<file path="config.mk">
export PLATFORM = sky130hd
export DESIGN_NAME = gtid_set_text_parser_unit
export DESIGN_NICKNAME = d
export VERILOG_FILES = /design/src/rtl/gtidp_pkg.sv /design/src/rtl/gtid_set_text_parser_unit.sv
export SDC_FILE = /design/constraint.sdc
export NUM_CORES = 1
export LEC_CHECK = 0
export ABC_AREA = 0
export BUFFER_PORTS_ARGS = -buffer_cell sky130_fd_sc_hd__buf_2
export CAP_MARGIN = 20
export CORE_MARGIN = 5
export CORE_UTILIZATION = 27
export CTS_BUF_LIST = sky130_fd_sc_hd__clkbuf_4 sky130_fd_sc_hd__clkbuf_8
export CTS_CLUSTER_DIAMETER = 150
export DETAILED_ROUTE_END_ITERATION = 10
export MAX_ROUTING_LAYER = met4
export PLACE_DENSITY_LB_ADDON = 0.2
export SYNTH_ARGS = -nofsm -noshare
export SYNTH_HDL_FRONTEND = slang
export SYNTH_SLANG_ARGS = --single-unit
</file>
<file path="constraint.sdc">
create_clock -name clk -period 7.8 [get_ports clk]
set_clock_uncertainty 0.15 [all_clocks]
set_input_delay 1.95 -clock clk [delete_from_list [all_inputs] [get_ports clk]]
set_output_delay 1.95 -clock clk [all_outputs]
set_load 0.02 [all_outputs]
</file>
<file path="src/rtl/gtidp_pkg.sv">
// Shared types and character constants for the identifier-set text parser.
// No dependencies.
package gtidp_pkg;

	localparam logic [7:0] CH_DASH  = 8'h2D;
	localparam logic [7:0] CH_COMMA = 8'h2C;
	localparam logic [7:0] CH_SPACE = 8'h20;
	localparam logic [7:0] CH_TAB   = 8'h09;
	localparam logic [7:0] CH_LF    = 8'h0A;
	localparam logic [7:0] CH_CR    = 8'h0D;
	localparam logic [7:0] CH_ZERO  = 8'h30;
	localparam logic [7:0] CH_NINE  = 8'h39;

	localparam logic [1:0] LAST_FIELD = 2'd2;

	typedef enum logic [2:0] {
		PH_LEAD  = 3'b001,
		PH_FIELD = 3'b010,
		PH_TRAIL = 3'b100
	} phase_t;

endpackage

</file>
<file path="src/rtl/gtid_set_text_parser_unit.sv">
// Identifier-set text parser top level: one character per transaction in, parsed
// domain-server-sequence triples out. Depends on gtidp_pkg.

// One character is taken per cycle. A character is held in an input register, the
// parse step (character class compare plus one times-ten accumulate with overflow
// check) runs between that register and the result register, and the result register
// drives the output. Sustained rate is one character per cycle while results are
// taken; a held result stalls the input only when the next character reaches the
// parse step. An entry is reported at its comma or at the end of the text; after an
// error the rest of the text is dropped and one error result closes the text.
// Entries reported before an error stay reported.
module gtid_set_text_parser_unit (
	input  logic        clk,
	input  logic        arst_n,
	input  logic        in_valid,
	output logic        in_ready,
	input  logic [7:0]  char_byte,
	input  logic        end_of_text,
	input  logic        empty_text,
	output logic        out_valid,
	input  logic        out_ready,
	output logic        entry_valid,
	output logic [31:0] domain_value,
	output logic [31:0] server_value,
	output logic [63:0] sequence_value,
	output logic        status,
	output logic        set_done
);

	logic       valid_s1;
	logic [7:0] char_s1;
	logic       end_s1;
	logic       empty_s1;
	logic       advance;

	gtidp_pkg::phase_t phase_q, phase_n, phase_c;
	logic [1:0]  field_q, field_n, field_b;
	logic        seen_q, seen_n;
	logic        err_q, err_n;
	logic [31:0] dom_q, dom_n;
	logic [31:0] srv_q, srv_n;
	logic [63:0] seq_q, seq_n;

	logic        emit;
	logic        emit_entry;
	logic        emit_status;
	logic        emit_done;
	logic        is_end;
	logic        ready_c;
	logic [63:0] base;
	logic [67:0] prod;
	logic        ovf;
	logic [3:0]  digit;

	assign advance  = valid_s1 && (!out_valid || out_ready);
	assign in_ready = !valid_s1 || advance;

	always_ff @(posedge clk or negedge arst_n) begin
		if (!arst_n) begin
			valid_s1 <= 1'b0;
		end else if (in_ready) begin
			valid_s1 <= in_valid;
		end
	end

	always_ff @(posedge clk) begin
		if (in_ready && in_valid) begin
			char_s1  <= char_byte;
			end_s1   <= end_of_text;
			empty_s1 <= empty_text;
		end
	end

	always_comb begin
		case (phase_q)
			gtidp_pkg::PH_FIELD: phase_c = gtidp_pkg::PH_FIELD;
			gtidp_pkg::PH_TRAIL: phase_c = gtidp_pkg::PH_TRAIL;
			default:             phase_c = gtidp_pkg::PH_LEAD;
		endcase
	end

	always_comb begin
		digit   = 4'(char_s1 - gtidp_pkg::CH_ZERO);
		field_b = (phase_c == gtidp_pkg::PH_LEAD) ? 2'd0 : field_q;
		if (phase_c == gtidp_pkg::PH_LEAD) begin
			base = 64'd0;
		end else if (field_q == 2'd0) begin
			base = {32'd0, dom_q};
		end else if (field_q == 2'd1) begin
			base = {32'd0, srv_q};
		end else begin
			base = seq_q;
		end
		prod = ({4'd0, base} << 3) + ({4'd0, base} << 1) + {64'd0, digit};
		ovf  = (field_b == gtidp_pkg::LAST_FIELD) ? (prod[67:64] != 4'd0)
		                                          : (prod[67:32] != 36'd0);
	end

	always_comb begin
		phase_n = phase_c;
		field_n = field_q;
		seen_n  = seen_q;
		err_n   = err_q;
		dom_n   = dom_q;
		srv_n   = srv_q;
		seq_n   = seq_q;
		ready_c = 1'b0;
		if (!empty_s1 && !err_q) begin
			if (char_s1 == gtidp_pkg::CH_COMMA) begin
				if (phase_c != gtidp_pkg::PH_LEAD) begin
					if (field_q == gtidp_pkg::LAST_FIELD && seen_q) begin
						phase_n = gtidp_pkg::PH_LEAD;
						ready_c = 1'b1;
					end else begin
						err_n = 1'b1;
					end
				end
			end else if (char_s1 inside {gtidp_pkg::CH_SPACE, gtidp_pkg::CH_TAB,
					gtidp_pkg::CH_LF, gtidp_pkg::CH_CR}) begin
				if (phase_c == gtidp_pkg::PH_FIELD) begin
					phase_n = gtidp_pkg::PH_TRAIL;
				end
			end else if (phase_c == gtidp_pkg::PH_TRAIL) begin
				err_n = 1'b1;
			end else if (char_s1 inside {[gtidp_pkg::CH_ZERO:gtidp_pkg::CH_NINE]}) begin
				phase_n = gtidp_pkg::PH_FIELD;
				field_n = field_b;
				seen_n  = 1'b1;
				if (phase_c == gtidp_pkg::PH_LEAD) begin
					dom_n = 32'd0;
					srv_n = 32'd0;
					seq_n = 64'd0;
				end
				if (ovf) begin
					err_n = 1'b1;
				end else if (field_b == 2'd0) begin
					dom_n = prod[31:0];
				end else if (field_b == 2'd1) begin
					srv_n = prod[31:0];
				end else begin
					seq_n = prod[63:0];
				end
			end else if (char_s1 == gtidp_pkg::CH_DASH && phase_c == gtidp_pkg::PH_FIELD
					&& seen_q && field_q < gtidp_pkg::LAST_FIELD) begin
				field_n = field_q + 2'd1;
				seen_n  = 1'b0;
			end else begin
				err_n = 1'b1;
			end
		end
	end

	always_comb begin
		is_end      = end_s1 || empty_s1;
		emit        = ready_c || is_end;
		emit_done   = is_end;
		emit_entry  = 1'b0;
		emit_status = 1'b0;
		if (!is_end) begin
			emit_entry = ready_c;
		end else if (err_n) begin
			emit_status = 1'b1;
		end else if (ready_c) begin
			emit_entry = 1'b1;
		end else if (phase_n == gtidp_pkg::PH_LEAD) begin
			emit_entry = 1'b0;
		end else if (field_n == gtidp_pkg::LAST_FIELD && seen_n) begin
			emit_entry = 1'b1;
		end else begin
			emit_status = 1'b1;
		end
	end

	always_ff @(posedge clk or negedge arst_n) begin
		if (!arst_n) begin
			phase_q <= gtidp_pkg::PH_LEAD;
			field_q <= 2'd0;
			seen_q  <= 1'b0;
			err_q   <= 1'b0;
			dom_q   <= 32'd0;
			srv_q   <= 32'd0;
			seq_q   <= 64'd0;
		end else if (advance) begin
			if (is_end) begin
				phase_q <= gtidp_pkg::PH_LEAD;
				field_q <= 2'd0;
				seen_q  <= 1'b0;
				err_q   <= 1'b0;
				dom_q   <= 32'd0;
				srv_q   <= 32'd0;
				seq_q   <= 64'd0;
			end else begin
				phase_q <= phase_n;
				field_q <= field_n;
				seen_q  <= seen_n;
				err_q   <= err_n;
				dom_q   <= dom_n;
				srv_q   <= srv_n;
				seq_q   <= seq_n;
			end
		end
	end

	always_ff @(posedge clk or negedge arst_n) begin
		if (!arst_n) begin
			out_valid <= 1'b0;
		end else if (advance && emit) begin
			out_valid <= 1'b1;
		end else if (out_ready) begin
			out_valid <= 1'b0;
		end
	end

	always_ff @(posedge clk) begin
		if (advance && emit) begin
			entry_valid    <= emit_entry;
			domain_value   <= emit_entry ? dom_n : 32'd0;
			server_value   <= emit_entry ? srv_n : 32'd0;
			sequence_value <= emit_entry ? seq_n : 64'd0;
			status         <= emit_status;
			set_done       <= emit_done;
		end
	end

endmodule

</file>
==> results.yml <==
logic_synthesis:
  main_flop_type_after_synthesis: "sky130_fd_sc_hd__edfxtp_1"
  synthesis.nets: 2115
  synth.top_cells.by_area: "sky130_fd_sc_hd__edfxtp_1 (23%), sky130_fd_sc_hd__dfrtp_1 (18%), sky130_fd_sc_hd__ha_1 (8.8%)"
  yosysTopAreaCell: "sky130_fd_sc_hd__edfxtp_1"
  synth_seq_area_share_pct: 41.4
  synthDistinctLibCells: 80
  ys_ff_latch: 278
  yosysTopAreaCellShare_pct: 22.9
  ys_async_rst_share_pct: 49.3
  synth.cell_area_um2: 18500
  synthesis.yosys.warnings: 0
  synth_enable_flop_cells: 141
  synth_area_per_cell_um2: 9.40
  postSynthCellCount: 1969
finish:
  antenna_cells_inserted: 0
  multi_input_area_um2: 10200
  leading_cell_type_in_the_layout_fill_and_taps_excluded: "sky130_fd_sc_hd__a21oi_1"
  synthToLayoutAreaGrowth_pct: 18.1
  nNetsFinal: 2249
  final.fill_count: 7098
  final_layout_size_suffix_gt1_share_pct: 16.8
  most-common-layout-cells: "sky130_fd_sc_hd__a21oi_1 (177), sky130_fd_sc_hd__nand2_1 (162), sky130_fd_sc_hd__nor2_1 (155)"
  instances_no_fill: 3031
  storage_cell_area_um2: 7660
clocking:
  numCtsBuffers: 54
  worstSkewPairLatency_ns: 0.66
  holdBufCountCts: 0
  cts_buffer_depth: 3
  htree_num_levels: 2
  clockRootBuffer: "sky130_fd_sc_hd__clkbuf_8"
  cts_tree: "yes"
  cts_num_sinks: 278
  cts.clk_slew.worst_paths_ns: 0.06
floorplanning:
  die_area_um2: 73900
  core-area_um2: 68200
  io_pins: 147
  floorplan.initialDensity_pct: 27.1
  placement_rows: 96
  die_width_um: 272
  chipHeight_um: 272
place:
  post-place-ws_ns: 0.530
  io_buffers: 146
  place_inst: 2929
  place_hpwl_mm: 49.2
  gp_congestion: 0.901
critical_path:
  critical_path_arrival_ns: 7.70
  reg2reg_depth: 22
  rr_endpoint: "sequence_value[54]"
  worst-r2r-setup-slack_ns: 0.44
  worst_setup_ep_type: "flop"
  worstSetupStartpointType: "flop"
  critical_path_class: "reg -> reg"
  path_max_fanout: 32
  critical_path_required_ns: 8.14
  crit-reg2reg-launch: "phase_q[1]"
pwr:
  power.density_nw_per_um2: 166
  p_leak_nw: 9.14
  power.ir.vdd_worst_uv: 102
  p_total_mw: 3.63
sta:
  hold_ws_ns: 0.351
  rsz0062_at_grt: "no"
  slew_viol_final: 0
  slew_headroom_pct: 32.7
  final.period_utilization_pct: 94.3
  fmax_mhz: 136
  period_needed_ns: 7.36
  final_hold_viol_count: 0
  totalNegativeSetupSlack_ns: 0
  finalSetupViolCount: 0
  worst_pin_slew_ns: 1.01
  post-route-worst-setup-slack_ns: 0.443
drt:
  ant_nets: 0
  route.vias.total: 16700
  routedWlPerCell_um: 22.6
  drt_iter0_markers: 1136
  post_route_drc: 0
  number_of_vias_per_cell_after_detailed_routing: 5.51
  drt-pass1-iter-count: 5
  postRouteWirelength_mm: 68.4
global_route:
  grt_antenna_before_repair: 0
  largest_net_degree_at_the_start_of_global_routing: 82
  grt_util_all_layers_pct: 18.3
  number_of_global_route_vias_before_repair: 16600
  grt_pass1_wl_mm: 104
  overflow: 0
worst_hold_path:
  worstHoldEndpoint: "phase_q[2]"
  hold_path.startpoint: "phase_q[2]"
  hold_path.class: "reg -> reg"
  min_path_cells: 2
flow_run:
  maxCapViolCount: 0
outcome:
  status: "complete, no violations"
==> sequential cells by signal (all words and copies together), names as in the netlist, 2 cells and up <==
name            flops
char_s1             8
dom_q              32
domain_value       32
field_q             2
phase_q             3
seq_q              64
sequence_value     64
server_value       32
srv_q              32
==> final cells by class <==
class / count / share of cell area [%]
Clock buffer: 65 / 3.95
Tap cell: 882 / 5.05
Sequential cell: 278 / 35.1
Multi-Input combinational cell: 1520 / 46.7
Inverter: 24 / 0.418
Clock inverter: 37 / 1.83
Timing Repair Buffer: 225 / 7.00
==> worst max-delay path, cell delays in order, from the launching register on <==
cell                       delay (ns)
sky130_fd_sc_hd__dfrtp_1         0.39
sky130_fd_sc_hd__nand2b_1        0.30
sky130_fd_sc_hd__a21o_1          0.24
sky130_fd_sc_hd__buf_4           0.18
sky130_fd_sc_hd__nor3_2          0.16
sky130_fd_sc_hd__buf_4           0.33
sky130_fd_sc_hd__and2_1          0.24
sky130_fd_sc_hd__ha_1            0.25
sky130_fd_sc_hd__ha_1            0.49
sky130_fd_sc_hd__nand4_1         0.29
sky130_fd_sc_hd__nor2_1          0.36
sky130_fd_sc_hd__nand2_1         0.11
sky130_fd_sc_hd__a211oi_1        0.39
sky130_fd_sc_hd__a211oi_1        0.17
sky130_fd_sc_hd__xnor2_1         0.30
sky130_fd_sc_hd__or4_1           0.46
sky130_fd_sc_hd__nor4_1          0.22
sky130_fd_sc_hd__or4b_1          0.59
sky130_fd_sc_hd__or4_4           0.60
sky130_fd_sc_hd__a21o_1          0.26
sky130_fd_sc_hd__clkinv_2        0.11
sky130_fd_sc_hd__buf_4           0.32
sky130_fd_sc_hd__a32o_1          0.24
==> how the worst max path moves through the flow <==
stage               start            endpoint  slack (ns)  cells after the start
2_1_floorplan  field_q[1]    server_value[18]        0.93                     27
3_3_place_gp   field_q[1]  sequence_value[37]        0.52                     23
3_5_place_dp   field_q[1]    domain_value[13]        0.53                     23
4_1_cts        field_q[1]  sequence_value[54]        0.47                     23
5_1_grt        field_q[1]    domain_value[13]        0.10                     23
6_report       phase_q[1]  sequence_value[54]        0.44                     22
==> timing repair <==
item	CTS	global route
gates resized for setup	0	1
hold endpoints to repair	0	0
setup buffers	0	0
setup endpoints to repair	0	39
==> synthesized netlist by cell type (all sizes together), types with 11 or more instances <==
master and count:
dfrtp 136, xor2 18, xnor2 33, nand4 40
a21oi 181, o21a 38, nor2 160, and2 43
buf 52, nor4 14, a22o 100, ha 130
or4 12, and3 53, nand3 147, a32o 63
inv 23, a31oi 11, nor3 37, nand2 163
mux2i 33, edfxtp 141, clkbuf 95, a21o 29
o21ai 79, a211oi 14
==> kinds of logic after synthesis <==
family	share of synthesized area, %
buf+inv	3.93
flops	41.4
mux	2.03
xor+xnor	2.41
simple gates	18.8
compound gates	22.4
fa+ha+maj	9.01
==> per-layer routing <==
layer / share of wire [%] / track usage [%] / vias to the layer above
met1: 46 / 24.6 / 8277
met2: 47 / 29.8 / 549
met5: 0 / - / -
li1: - / - / 7771
met4: 2.0 / 3.80 / 0
met3: 5.1 / 2.47 / 104
==> through the flow <==
step                      instance area [um2]  utilization (%)
after floorplan                         18500                -
after global placement                  20600             30.2
after detailed placement                20600             30.2
after CTS                               21900             32.0
after global routing                    21900             32.0
final                                   21900             32.0
==> power breakdown <==
group / internal [mW] / switching, mW / total (mW)
Combinational: 0.0568 / 0.210 / 0.267
Clock: 0.980 / 0.740 / 1.72
Sequential: 1.62 / 0.0265 / 1.64
Total: 2.65 / 0.977 / 3.63
No activity file was read; power rests on OpenSTA's default activity.
